**src/hw/rtl/bpa_pkg.sv**
```systemverilog
// shared constants, payload types and control structs of the bitmap page allocator
`default_nettype none

package bpa_pkg;

    localparam int MAP_PAGES  = 1024;
    localparam int WORD_W     = 32;
    localparam int BIT_W      = $clog2(WORD_W);
    localparam int MAP_ROWS   = MAP_PAGES / WORD_W;
    localparam int ROW_W      = $clog2(MAP_ROWS);
    localparam int IDX_W      = $clog2(MAP_PAGES);
    localparam int COUNT_W    = 11;
    localparam int FRAME_W    = 52;
    localparam int DIV_W      = FRAME_W + 1;
    localparam int DIV_CNT_W  = $clog2(DIV_W + 1);
    localparam int CFG_IDX_W  = 2;
    localparam int CFG_DATA_W = 52;

    localparam logic [CFG_IDX_W-1:0] CFG_POOL_BASE  = 2'd0;
    localparam logic [CFG_IDX_W-1:0] CFG_POOL_COUNT = 2'd1;

    localparam logic REQ_ALLOC   = 1'b0;
    localparam logic REQ_RESERVE = 1'b1;

    typedef struct packed {
        logic               req_type;
        logic [COUNT_W-1:0] page_count;
        logic               aligned_request;
        logic [FRAME_W-1:0] reserve_frame;
    } req_t;

    typedef struct packed {
        logic               success;
        logic [FRAME_W-1:0] grant_frame;
        logic [COUNT_W-1:0] granted_count;
        logic [COUNT_W-1:0] free_after;
    } rsp_t;

    typedef struct packed {
        logic accept;
        logic rsv_sub;
        logic rsv_start;
        logic pass_start;
        logic pass_sel;
        logic div_step;
        logic fetch;
        logic scan_step;
        logic hit;
        logic mark_rd;
        logic mark_wr;
        logic clr_wr;
        logic out_load;
    } ctl_cmd_t;

    typedef struct packed {
        logic reinit;
        logic req_alloc;
        logic n_zero;
        logic free_zero;
        logic align;
        logic pass1;
        logic div_done;
        logic rsv_in_range;
        logic scan_end;
        logic scan_hit;
        logic scan_miss;
        logic row_end;
        logic mark_last;
        logic clr_last;
        logic out_free;
    } ctl_sts_t;

endpackage

`default_nettype wire

```
**src/hw/rtl/bpa_ctl.sv**
```systemverilog
// controller state machine of the bitmap page allocator
`default_nettype none

module bpa_ctl
    import bpa_pkg::*;
(
    input  wire logic     clk,
    input  wire logic     rst_n,
    input  wire logic     req_valid,
    output logic          req_stall,
    input  wire ctl_sts_t sts,
    output ctl_cmd_t      cmd
);

    localparam logic [3:0] S_CLR     = 4'd0;
    localparam logic [3:0] S_IDLE    = 4'd1;
    localparam logic [3:0] S_DECODE  = 4'd2;
    localparam logic [3:0] S_RSV_CHK = 4'd3;
    localparam logic [3:0] S_DIV     = 4'd4;
    localparam logic [3:0] S_FETCH   = 4'd5;
    localparam logic [3:0] S_SCAN    = 4'd6;
    localparam logic [3:0] S_MARK_RD = 4'd7;
    localparam logic [3:0] S_MARK_WR = 4'd8;
    localparam logic [3:0] S_RESULT  = 4'd9;

    logic [3:0] state_reg;
    logic [3:0] state_next;

    always_ff @(posedge clk or negedge rst_n)
    begin
        if (!rst_n)
        begin
            state_reg <= S_CLR;
        end
        else
        begin
            state_reg <= state_next;
        end
    end

    assign req_stall = (state_reg != S_IDLE);

    always_comb
    begin
        cmd        = '0;
        state_next = state_reg;
        unique case (state_reg)
            S_CLR:
            begin
                cmd.clr_wr = 1'b1;
                if (sts.clr_last)
                begin
                    state_next = S_IDLE;
                end
            end
            S_IDLE:
            begin
                if (req_valid)
                begin
                    cmd.accept = 1'b1;
                    state_next = S_DECODE;
                end
            end
            S_DECODE:
            begin
                cmd.rsv_sub = 1'b1;
                priority if (sts.n_zero)
                begin
                    state_next = S_RESULT;
                end
                else if (!sts.req_alloc)
                begin
                    state_next = S_RSV_CHK;
                end
                else if (sts.free_zero)
                begin
                    state_next = S_RESULT;
                end
                else
                begin
                    cmd.pass_start = 1'b1;
                    state_next     = sts.align ? S_DIV : S_FETCH;
                end
            end
            S_RSV_CHK:
            begin
                if (sts.rsv_in_range)
                begin
                    cmd.rsv_start = 1'b1;
                    state_next    = S_FETCH;
                end
                else
                begin
                    state_next = S_RESULT;
                end
            end
            S_DIV:
            begin
                if (sts.div_done)
                begin
                    state_next = S_FETCH;
                end
                else
                begin
                    cmd.div_step = 1'b1;
                end
            end
            S_FETCH:
            begin
                cmd.fetch  = 1'b1;
                state_next = S_SCAN;
            end
            S_SCAN:
            begin
                priority if (sts.scan_end)
                begin
                    if (sts.req_alloc && !sts.pass1)
                    begin
                        // wrap around once and search from the pool start
                        cmd.pass_start = 1'b1;
                        cmd.pass_sel   = 1'b1;
                        state_next     = sts.align ? S_DIV : S_FETCH;
                    end
                    else
                    begin
                        state_next = S_RESULT;
                    end
                end
                else if (sts.scan_hit)
                begin
                    cmd.hit    = 1'b1;
                    state_next = S_MARK_RD;
                end
                else if (sts.scan_miss)
                begin
                    state_next = S_RESULT;
                end
                else
                begin
                    cmd.scan_step = 1'b1;
                    state_next    = sts.row_end ? S_FETCH : S_SCAN;
                end
            end
            S_MARK_RD:
            begin
                cmd.mark_rd = 1'b1;
                state_next  = S_MARK_WR;
            end
            S_MARK_WR:
            begin
                cmd.mark_wr = 1'b1;
                state_next  = sts.mark_last ? S_RESULT : S_MARK_RD;
            end
            S_RESULT:
            begin
                if (sts.out_free)
                begin
                    cmd.out_load = 1'b1;
                    state_next   = S_IDLE;
                end
            end
            default:
            begin
                state_next = S_CLR;
            end
        endcase
        if (sts.reinit)
        begin
            state_next = S_CLR;
        end
    end

endmodule

`default_nettype wire

```
**src/hw/rtl/bpa_dp.sv**
```systemverilog
// datapath of the bitmap page allocator: map memory, scan, divider, marking
`default_nettype none

module bpa_dp
    import bpa_pkg::*;
(
    input  wire logic                  clk,
    input  wire logic                  rst_n,
    input  wire logic                  cfg_wr_en,
    input  wire logic [CFG_IDX_W-1:0]  cfg_index,
    input  wire logic [CFG_DATA_W-1:0] cfg_data,
    input  wire req_t                  req,
    output logic                       rsp_valid,
    input  wire logic                  rsp_stall,
    output rsp_t                       rsp,
    input  wire ctl_cmd_t              cmd,
    output ctl_sts_t                   sts
);

    logic [WORD_W-1:0] map_mem [MAP_ROWS];
    logic [WORD_W-1:0] rdata_reg;

    logic [FRAME_W-1:0] base_reg;
    logic [COUNT_W-1:0] psize_reg;
    logic [COUNT_W-1:0] free_reg;
    logic [COUNT_W-1:0] sstart_reg;
    logic [ROW_W-1:0]   clr_row_reg;
    logic               rsp_valid_reg;
    rsp_t               rsp_reg;

    logic               alloc_reg;
    logic [COUNT_W-1:0] n_reg;
    logic               align_reg;
    logic [FRAME_W-1:0] rframe_reg;
    logic [DIV_W-1:0]   off_reg;
    logic [COUNT_W-1:0] j_reg;
    logic [COUNT_W-1:0] run_reg;
    logic [COUNT_W-1:0] res_reg;
    logic [DIV_W-1:0]   dvd_reg;
    logic [DIV_CNT_W-1:0] div_cnt_reg;
    logic               pass_reg;
    logic [COUNT_W-1:0] lo_reg;
    logic [COUNT_W-1:0] hi_reg;
    logic [ROW_W-1:0]   mark_row_reg;
    logic               ok_reg;
    logic [FRAME_W-1:0] frame_reg;
    logic [COUNT_W-1:0] gcount_reg;

    logic [COUNT_W-1:0] cfg_psize;
    logic [COUNT_W-1:0] from;
    logic [COUNT_W-1:0] n_m1;
    logic [COUNT_W-1:0] res_step;
    logic [COUNT_W:0]   div_trial;
    logic               cur_bit;
    logic [COUNT_W-1:0] run_new;
    logic               cand;
    logic [COUNT_W-1:0] s_calc;
    logic [COUNT_W-1:0] hi_m1;
    logic [COUNT_W:0]   rsv_end;
    logic [WORD_W-1:0]  mark_mask;
    logic               mem_wr;
    logic [ROW_W-1:0]   mem_wr_addr;
    logic [WORD_W-1:0]  mem_wr_data;
    logic               mem_rd;
    logic [ROW_W-1:0]   mem_rd_addr;
    logic               reinit;

    assign reinit    = cfg_wr_en && (cfg_index == CFG_POOL_COUNT);
    assign cfg_psize = (cfg_data[COUNT_W-1:0] > COUNT_W'(MAP_PAGES))
                       ? COUNT_W'(MAP_PAGES) : cfg_data[COUNT_W-1:0];

    assign from     = cmd.pass_sel ? '0 : sstart_reg;
    assign n_m1     = n_reg - COUNT_W'(1);
    // residue of base + j modulo n, stepped along with the scan index
    assign res_step = (res_reg == n_m1) ? '0 : res_reg + COUNT_W'(1);
    assign div_trial = {res_reg, dvd_reg[DIV_W-1]};

    assign cur_bit = rdata_reg[j_reg[BIT_W-1:0]];
    assign run_new = cur_bit ? '0 : run_reg + COUNT_W'(1);
    // a run ending at j starts at an aligned frame when base + j + 1 is a multiple of n
    assign cand    = !cur_bit && (run_new >= n_reg)
                     && (!(alloc_reg && align_reg) || (res_reg == n_m1));
    assign s_calc  = j_reg + COUNT_W'(1) - n_reg;
    assign hi_m1   = hi_reg - COUNT_W'(1);
    assign rsv_end = {1'b0, off_reg[COUNT_W-1:0]} + {1'b0, n_reg};

    always_comb
    begin
        for (int b = 0; b < WORD_W; b++)
        begin
            mark_mask[b] =
                ({{(COUNT_W-IDX_W){1'b0}}, mark_row_reg, BIT_W'(b)} >= lo_reg) &&
                ({{(COUNT_W-IDX_W){1'b0}}, mark_row_reg, BIT_W'(b)} < hi_reg);
        end
    end

    assign mem_wr      = cmd.clr_wr || cmd.mark_wr;
    assign mem_wr_addr = cmd.clr_wr ? clr_row_reg : mark_row_reg;
    assign mem_wr_data = cmd.clr_wr ? '0 : (rdata_reg | mark_mask);
    assign mem_rd      = cmd.fetch || cmd.mark_rd;
    assign mem_rd_addr = cmd.fetch ? j_reg[IDX_W-1:BIT_W] : mark_row_reg;

    always_ff @(posedge clk)
    begin
        if (mem_wr)
        begin
            map_mem[mem_wr_addr] <= mem_wr_data;
        end
        if (mem_rd)
        begin
            rdata_reg <= map_mem[mem_rd_addr];
        end
    end

    // control state: configuration, pool bookkeeping, clear sweep, result slot
    always_ff @(posedge clk or negedge rst_n)
    begin
        if (!rst_n)
        begin
            base_reg      <= '0;
            psize_reg     <= COUNT_W'(MAP_PAGES);
            free_reg      <= COUNT_W'(MAP_PAGES);
            sstart_reg    <= '0;
            clr_row_reg   <= '0;
            rsp_valid_reg <= 1'b0;
        end
        else
        begin
            if (cmd.clr_wr)
            begin
                clr_row_reg <= clr_row_reg + ROW_W'(1);
            end
            if (cmd.hit)
            begin
                free_reg <= (free_reg >= n_reg) ? free_reg - n_reg : '0;
                if (alloc_reg)
                begin
                    sstart_reg <= s_calc + n_reg;
                end
            end
            if (cfg_wr_en && (cfg_index == CFG_POOL_BASE))
            begin
                base_reg <= cfg_data[FRAME_W-1:0];
            end
            if (reinit)
            begin
                psize_reg   <= cfg_psize;
                free_reg    <= cfg_psize;
                sstart_reg  <= '0;
                clr_row_reg <= '0;
            end
            if (cmd.out_load)
            begin
                rsp_valid_reg <= 1'b1;
            end
            else if (rsp_valid_reg && !rsp_stall)
            begin
                rsp_valid_reg <= 1'b0;
            end
        end
    end

    always_ff @(posedge clk)
    begin
        if (cmd.accept)
        begin
            alloc_reg  <= (req.req_type == REQ_ALLOC);
            n_reg      <= req.page_count;
            align_reg  <= req.aligned_request;
            rframe_reg <= req.reserve_frame;
            ok_reg     <= (req.page_count == '0);
            frame_reg  <= '0;
            gcount_reg <= '0;
        end
        if (cmd.rsv_sub)
        begin
            off_reg <= {1'b0, rframe_reg} - {1'b0, base_reg};
        end
        if (cmd.pass_start)
        begin
            pass_reg    <= cmd.pass_sel;
            j_reg       <= from;
            run_reg     <= '0;
            res_reg     <= '0;
            dvd_reg     <= {1'b0, base_reg} + DIV_W'(from);
            div_cnt_reg <= DIV_CNT_W'(DIV_W);
        end
        if (cmd.rsv_start)
        begin
            pass_reg <= 1'b1;
            j_reg    <= off_reg[COUNT_W-1:0];
            run_reg  <= '0;
            res_reg  <= '0;
        end
        if (cmd.div_step)
        begin
            res_reg     <= (div_trial >= {1'b0, n_reg})
                           ? COUNT_W'(div_trial - {1'b0, n_reg})
                           : div_trial[COUNT_W-1:0];
            dvd_reg     <= {dvd_reg[DIV_W-2:0], 1'b0};
            div_cnt_reg <= div_cnt_reg - DIV_CNT_W'(1);
        end
        if (cmd.scan_step)
        begin
            j_reg   <= j_reg + COUNT_W'(1);
            run_reg <= run_new;
            res_reg <= res_step;
        end
        if (cmd.hit)
        begin
            lo_reg       <= s_calc;
            hi_reg       <= s_calc + n_reg;
            mark_row_reg <= s_calc[IDX_W-1:BIT_W];
            ok_reg       <= 1'b1;
            frame_reg    <= alloc_reg ? base_reg + FRAME_W'(s_calc) : rframe_reg;
            gcount_reg   <= n_reg;
        end
        if (cmd.mark_wr)
        begin
            mark_row_reg <= mark_row_reg + ROW_W'(1);
        end
        if (cmd.out_load)
        begin
            rsp_reg.success       <= ok_reg;
            rsp_reg.grant_frame   <= frame_reg;
            rsp_reg.granted_count <= gcount_reg;
            rsp_reg.free_after    <= free_reg;
        end
    end

    assign rsp_valid = rsp_valid_reg;
    assign rsp       = rsp_reg;

    always_comb
    begin
        sts.reinit       = reinit;
        sts.req_alloc    = alloc_reg;
        sts.n_zero       = (n_reg == '0);
        sts.free_zero    = (free_reg == '0);
        sts.align        = align_reg;
        sts.pass1        = pass_reg;
        sts.div_done     = (div_cnt_reg == '0);
        sts.rsv_in_range = !off_reg[DIV_W-1]
                           && (off_reg[DIV_W-2:COUNT_W] == '0)
                           && (rsv_end <= {1'b0, psize_reg});
        sts.scan_end     = (j_reg >= psize_reg);
        sts.scan_hit     = cand;
        sts.scan_miss    = !alloc_reg && cur_bit;
        sts.row_end      = &j_reg[BIT_W-1:0];
        sts.mark_last    = (mark_row_reg == hi_m1[IDX_W-1:BIT_W]);
        sts.clr_last     = (clr_row_reg == ROW_W'(MAP_ROWS - 1));
        sts.out_free     = !rsp_valid_reg || !rsp_stall;
    end

endmodule

`default_nettype wire

```
**src/hw/rtl/bitmap_page_allocator_core.sv**
```systemverilog
// top level of the bitmap page allocator: controller plus datapath
//
//   channel   direction  handshake             payload
//   cfg       in         cfg_wr_en             cfg_index, cfg_data
//   req       in         req_valid/req_stall   req (req_t)
//   rsp       out        rsp_valid/rsp_stall   rsp (rsp_t)
//
// the map lives in a 32 x 32-bit memory; the scan tests one page per cycle
// and refetches the map word each time it enters a new 32-page row
// an aligned allocate runs a bit-serial modulo of the pool base plus start by n
// before each search pass; marking a run reads and rewrites each row touched
// reset and a pool_page_count write start a clear sweep of all 32 map rows with req stalled
// a finished word waits in the rsp register while rsp_stall is high
`default_nettype none

module bitmap_page_allocator_core
    import bpa_pkg::*;
(
    input  wire logic                  clk,
    input  wire logic                  rst_n,
    input  wire logic                  cfg_wr_en,
    input  wire logic [CFG_IDX_W-1:0]  cfg_index,
    input  wire logic [CFG_DATA_W-1:0] cfg_data,
    input  wire logic                  req_valid,
    output logic                       req_stall,
    input  wire req_t                  req,
    output logic                       rsp_valid,
    input  wire logic                  rsp_stall,
    output rsp_t                       rsp
);

    ctl_cmd_t cmd;
    ctl_sts_t sts;

    bpa_ctl u_ctl (
        .clk       (clk),
        .rst_n     (rst_n),
        .req_valid (req_valid),
        .req_stall (req_stall),
        .sts       (sts),
        .cmd       (cmd)
    );

    bpa_dp u_dp (
        .clk       (clk),
        .rst_n     (rst_n),
        .cfg_wr_en (cfg_wr_en),
        .cfg_index (cfg_index),
        .cfg_data  (cfg_data),
        .req       (req),
        .rsp_valid (rsp_valid),
        .rsp_stall (rsp_stall),
        .rsp       (rsp),
        .cmd       (cmd),
        .sts       (sts)
    );

endmodule

`default_nettype wire

```
**config.mk**
```make
export PLATFORM = sky130hd
export DESIGN_NAME = bitmap_page_allocator_core
export DESIGN_NICKNAME = d
export VERILOG_FILES = /design/src/hw/rtl/bpa_pkg.sv /design/src/hw/rtl/bpa_ctl.sv /design/src/hw/rtl/bpa_dp.sv /design/src/hw/rtl/bitmap_page_allocator_core.sv
export SDC_FILE = /design/constraint.sdc
export NUM_CORES = 2
export LEC_CHECK = 0
export BUFFER_PORTS_ARGS = -buffer_cell sky130_fd_sc_hd__buf_2
export CAP_MARGIN = 10
export CORE_ASPECT_RATIO = 1.1
export CORE_MARGIN = 2
export CORE_UTILIZATION = 55
export DETAILED_ROUTE_END_ITERATION = 12
export PLACE_DENSITY = 0.75
export SLEW_MARGIN = 25
export SYNTH_ARGS = -nofsm -noshare
export SYNTH_HDL_FRONTEND = slang
export SYNTH_SLANG_ARGS = --single-unit
```
**constraint.sdc**
```tcl
create_clock -name clk -period 5.55 [get_ports clk]
set_clock_uncertainty 0.2 [all_clocks]
set_input_delay 1.3875 -clock clk [delete_from_list [all_inputs] [get_ports clk]]
set_output_delay 1.3875 -clock clk [all_outputs]
set_load 0.01 [all_outputs]
```
==> flow_metrics.py <==
metrics = {
    "run_status": {
        "status": "finished clean",
    },
    "job": {
        "max-cap-violations": 0,
    },
    "worst_setup_path": {
        "path_depth": 21,
        "cp_max_fo": 6,
        "worst-r2r-cell-count": 21,
        "r2r_setup_slack_ps": 300,
        "crit_top_cell": "o21ai_0",
        "slowest_delay_ps": 470,
        "critPathTopFamily": "compound AO/OA/AOI/OAI gates",
        "startpoint_type": "flop",
        "crit_chain": "ha_1, ha_1, nor2b_1, o21ai_0, a21boi_0, o21ai_0, a21oi_1, o21ai_0, nor2b_1, xnor2_1, ha_1, o21ai_0, nand2b_1, nand3_1, o31a_1, or2_2, nor2_1, buf_4, nand3_1, xnor2_1, a211oi_1",
        "critPathKind": "reg2reg",
        "cp-end-kind": "flop",
        "cp.arrival_ps": 5660,
        "regToRegStartpoint": "u_dp.j_reg[0]",
        "worstPathRequired_ps": 5960,
        "path_buf_inv": 1,
        "reg2reg_to": "u_dp.frame_reg[27]",
        "timing.critical_path.from": "u_dp.j_reg[0]",
        "slowest_stage": "edfxtp_1",
        "crit_end": "u_dp.frame_reg[27]",
    },
    "cts": {
        "cts.sinks": 1528,
        "clkLatencyLatePin_ps": 800,
        "cts_tree": "done",
        "cts_buffer_depth": 3,
        "cts.htree.levels": 4,
        "numCtsBuffers": 152,
        "path_clk_slew_ps": 60,
        "cts_resized": 0,
        "cts-root-buf": "clkbuf_16",
        "post_cts_buffers": 0,
        "cts.hold.buffers_added": 0,
    },
    "yosys": {
        "synthDistinctLibCells": 83,
        "synth_area_per_cell_um2": 14.4,
        "synth_top_area_share_pct": 62.6,
        "synth_top_family_by_area": "multiplexers",
        "synth_flop_cell": "edfxtp_1",
        "yosysTopAreaCell": "edfxtp_1",
        "synth-adder-area-share_pct": 3.56,
        "synth_cells": 4774,
        "syn_nets": 5088,
        "ys_warn_count": 0,
        "async_flop_share_pct": 6.22,
        "synth_compound_area_share_pct": 6.30,
        "synth-edff-count": 1430,
        "ys_ff_latch": 1528,
        "synth_xor_area_share_pct": 3.00,
        "yosys.area_share.simple_pct": 9.41,
        "syn_area_um2": 68500,
        "muxShareOfSynthArea_pct": 9.44,
        "seq_area_frac_synth_pct": 66.2,
        "synth.area.top_cells": "edfxtp_1 63%, mux4_2 8.7%, dfrtp_1 3.4%, ha_1 3.3%, nand2_1 3.3%",
    },
    "die": {
        "fp.dieW_um": 341,
        "core_area_um2": 123000,
        "ioPinCount": 201,
        "initial_core_util_pct": 55.5,
        "die_h_um": 374,
        "die_area_um2": 127000,
        "rows": 135,
    },
    "global_route": {
        "globalRouteOverflowTotal": 0,
        "grt_pass1_wl_um": 280000,
        "grt_usage_pct": 29.7,
        "antenna_found_initial": 3,
        "first_global_vias": 43300,
        "grt_max_degree": 129,
    },
    "detailed_routing": {
        "antenna_left": 0,
        "vias": 43800,
        "drtIter0Drc": 4921,
        "drc": 0,
        "first_pass_iters": 6,
        "viasPerCell": 6.41,
        "wl_per_cell_um": 27.8,
        "wl_um": 190000,
    },
    "finish": {
        "layout-drive-gt1-share_pct": 18.3,
        "final_cells": 6837,
        "design_area_um2": 77700,
        "nFillCells": 8691,
        "syn2layout_area_growth_pct": 13.4,
        "largest_reg_flops": 1024,
        "nets": 5391,
        "final_cell_mix": "1430 x edfxtp_1, 589 x nand2_1, 266 x nor2_1, 266 x mux4_2, 261 x o21ai_0",
        "fin_util_pct": 62.9,
        "final_common_cell": "edfxtp_1",
    },
    "pwr": {
        "switching_share_pct": 31.5,
        "p_leak_nw": 27.1,
        "pwr-share-comb_pct": 26.0,
        "p_total_mw": 35.2,
        "p_clk_share_pct": 29.2,
        "power.internal_mw": 24.1,
        "p_per_area_nw_per_um2": 453,
        "sequentialPowerShare_pct": 44.8,
        "p_sw_mw": 11.1,
        "peakVddDrop_v": 0.000350,
    },
    "placed_design": {
        "port_buffers": 200,
        "place_inst": 6567,
        "gp_congestion": 0.966,
        "postPlaceCellArea_um2": 72700,
        "dpl.hpwl_um": 119000,
        "dp_slack_ps": 199,
    },
    "sta": {
        "setup_viol": 0,
        "finalSetupTns_ps": 0,
        "post-route-period-util_pct": 94.5,
        "slew_violations": 0,
        "layout_setup_ws_ps": 303,
        "whs_ps": 217,
        "relSlewSlack_pct": 26.8,
        "hold_violations": 0,
        "fmax_ghz": 0.191,
        "worst_slew_pin_slew_ps": 1100,
        "fin_crit_ps": 5250,
    },
    "min_path": {
        "hold_class": "reg2reg",
    },
}
## worst reg2reg max path, stage by stage (launching register included)
cell      delay, ps
edfxtp_1        470
ha_1            390
ha_1            280
nor2b_1         130
o21ai_0         210
a21boi_0        150
o21ai_0         240
a21oi_1         150
o21ai_0         240
nor2b_1         190
xnor2_1         110
ha_1            340
o21ai_0          90
nand2b_1        130
nand3_1         110
o31a_1          340
or2_2           390
nor2_1          210
buf_4           210
nand3_1         110
xnor2_1         150
a211oi_1        230
## layout make-up
class | count | area, µm² | share of cell area (%)
multi-input combinational | 2877 | 22200 | 28.5
inverter | 144 | 542 | 0.697
timing repair buffer | 374 | 2610 | 3.35
clock inverter | 69 | 826 | 1.06
sequential | 1528 | 45400 | 58.4
tap | 1644 | 2060 | 2.65
antenna | 1 | 2.50 | 0.00322
clock buffer | 200 | 4130 | 5.31
## synth_stat cells (30+ instances only)
cell type	number
edfxtp_1	1430
nand2_1	594
nor2_1	302
mux4_2	266
o21ai_0	261
nand3_1	244
clkbuf_1	182
ha_1	182
xnor2_1	170
a21oi_1	144
inv_1	142
dfrtp_1	93
xor2_1	65
nor3_1	56
a21o_1	52
a211oi_1	48
mux2i_1	41
nand4_1	39
a31oi_1	31
and2_1	31
nor2b_1	31
nor4_1	30
## cell families after synthesis
group / after synthesis
multiplexers: 312
AO/OA/AOI/OAI: 703
buffers and inverters: 369
adder cells (fa/ha/maj): 190
flip-flops: 1528
XOR/XNOR: 235
AND/OR/NAND/NOR: 1437
## routing by layer
metal / track usage [%] / wire (µm) / vias to the layer above
li1: - / - / 18700
met1: 38.7 / 70200 / 21900
met2: 48.1 / 92300 / 2653
met3: 5.66 / 17900 / 492
met4: 14.7 / 9570 / 0
met5: 0 / 0 / -
## power by group through the flow
| stage | logic [mW] | clock network, mW | registers [mW] |
|---|---|---|---|
| final | 9.16 | 10.3 | 15.8 |
| after global routing | 9.92 | 10.8 | 15.8 |
| after CTS | 9.04 | 10.4 | 15.7 |
| after detailed placement | 8.94 | 0 | 16.0 |
| after global placement | 8.75 | 0 | 15.9 |
| after floorplan | 5.84 | 0 | 15.7 |
## worst min path at each step
stage / startpoint / to / slack, ps / cells after the start
final: u_dp.gcount_reg[9] / u_dp.rsp[20] / 220 / 0
after global routing: u_dp.frame_reg[6] / u_dp.rsp[28] / 230 / 0
after CTS: u_dp.gcount_reg[9] / u_dp.rsp[20] / 220 / 0
after detailed placement: u_dp.gcount_reg[1] / u_dp.rsp[12] / 210 / 0
after global placement: u_dp.frame_reg[50] / u_dp.rsp[72] / 200 / 0
after floorplan: u_dp.gcount_reg[0] / u_dp.rsp[11] / 200 / 0
Note: power is estimated with default switching activity, not from simulation.
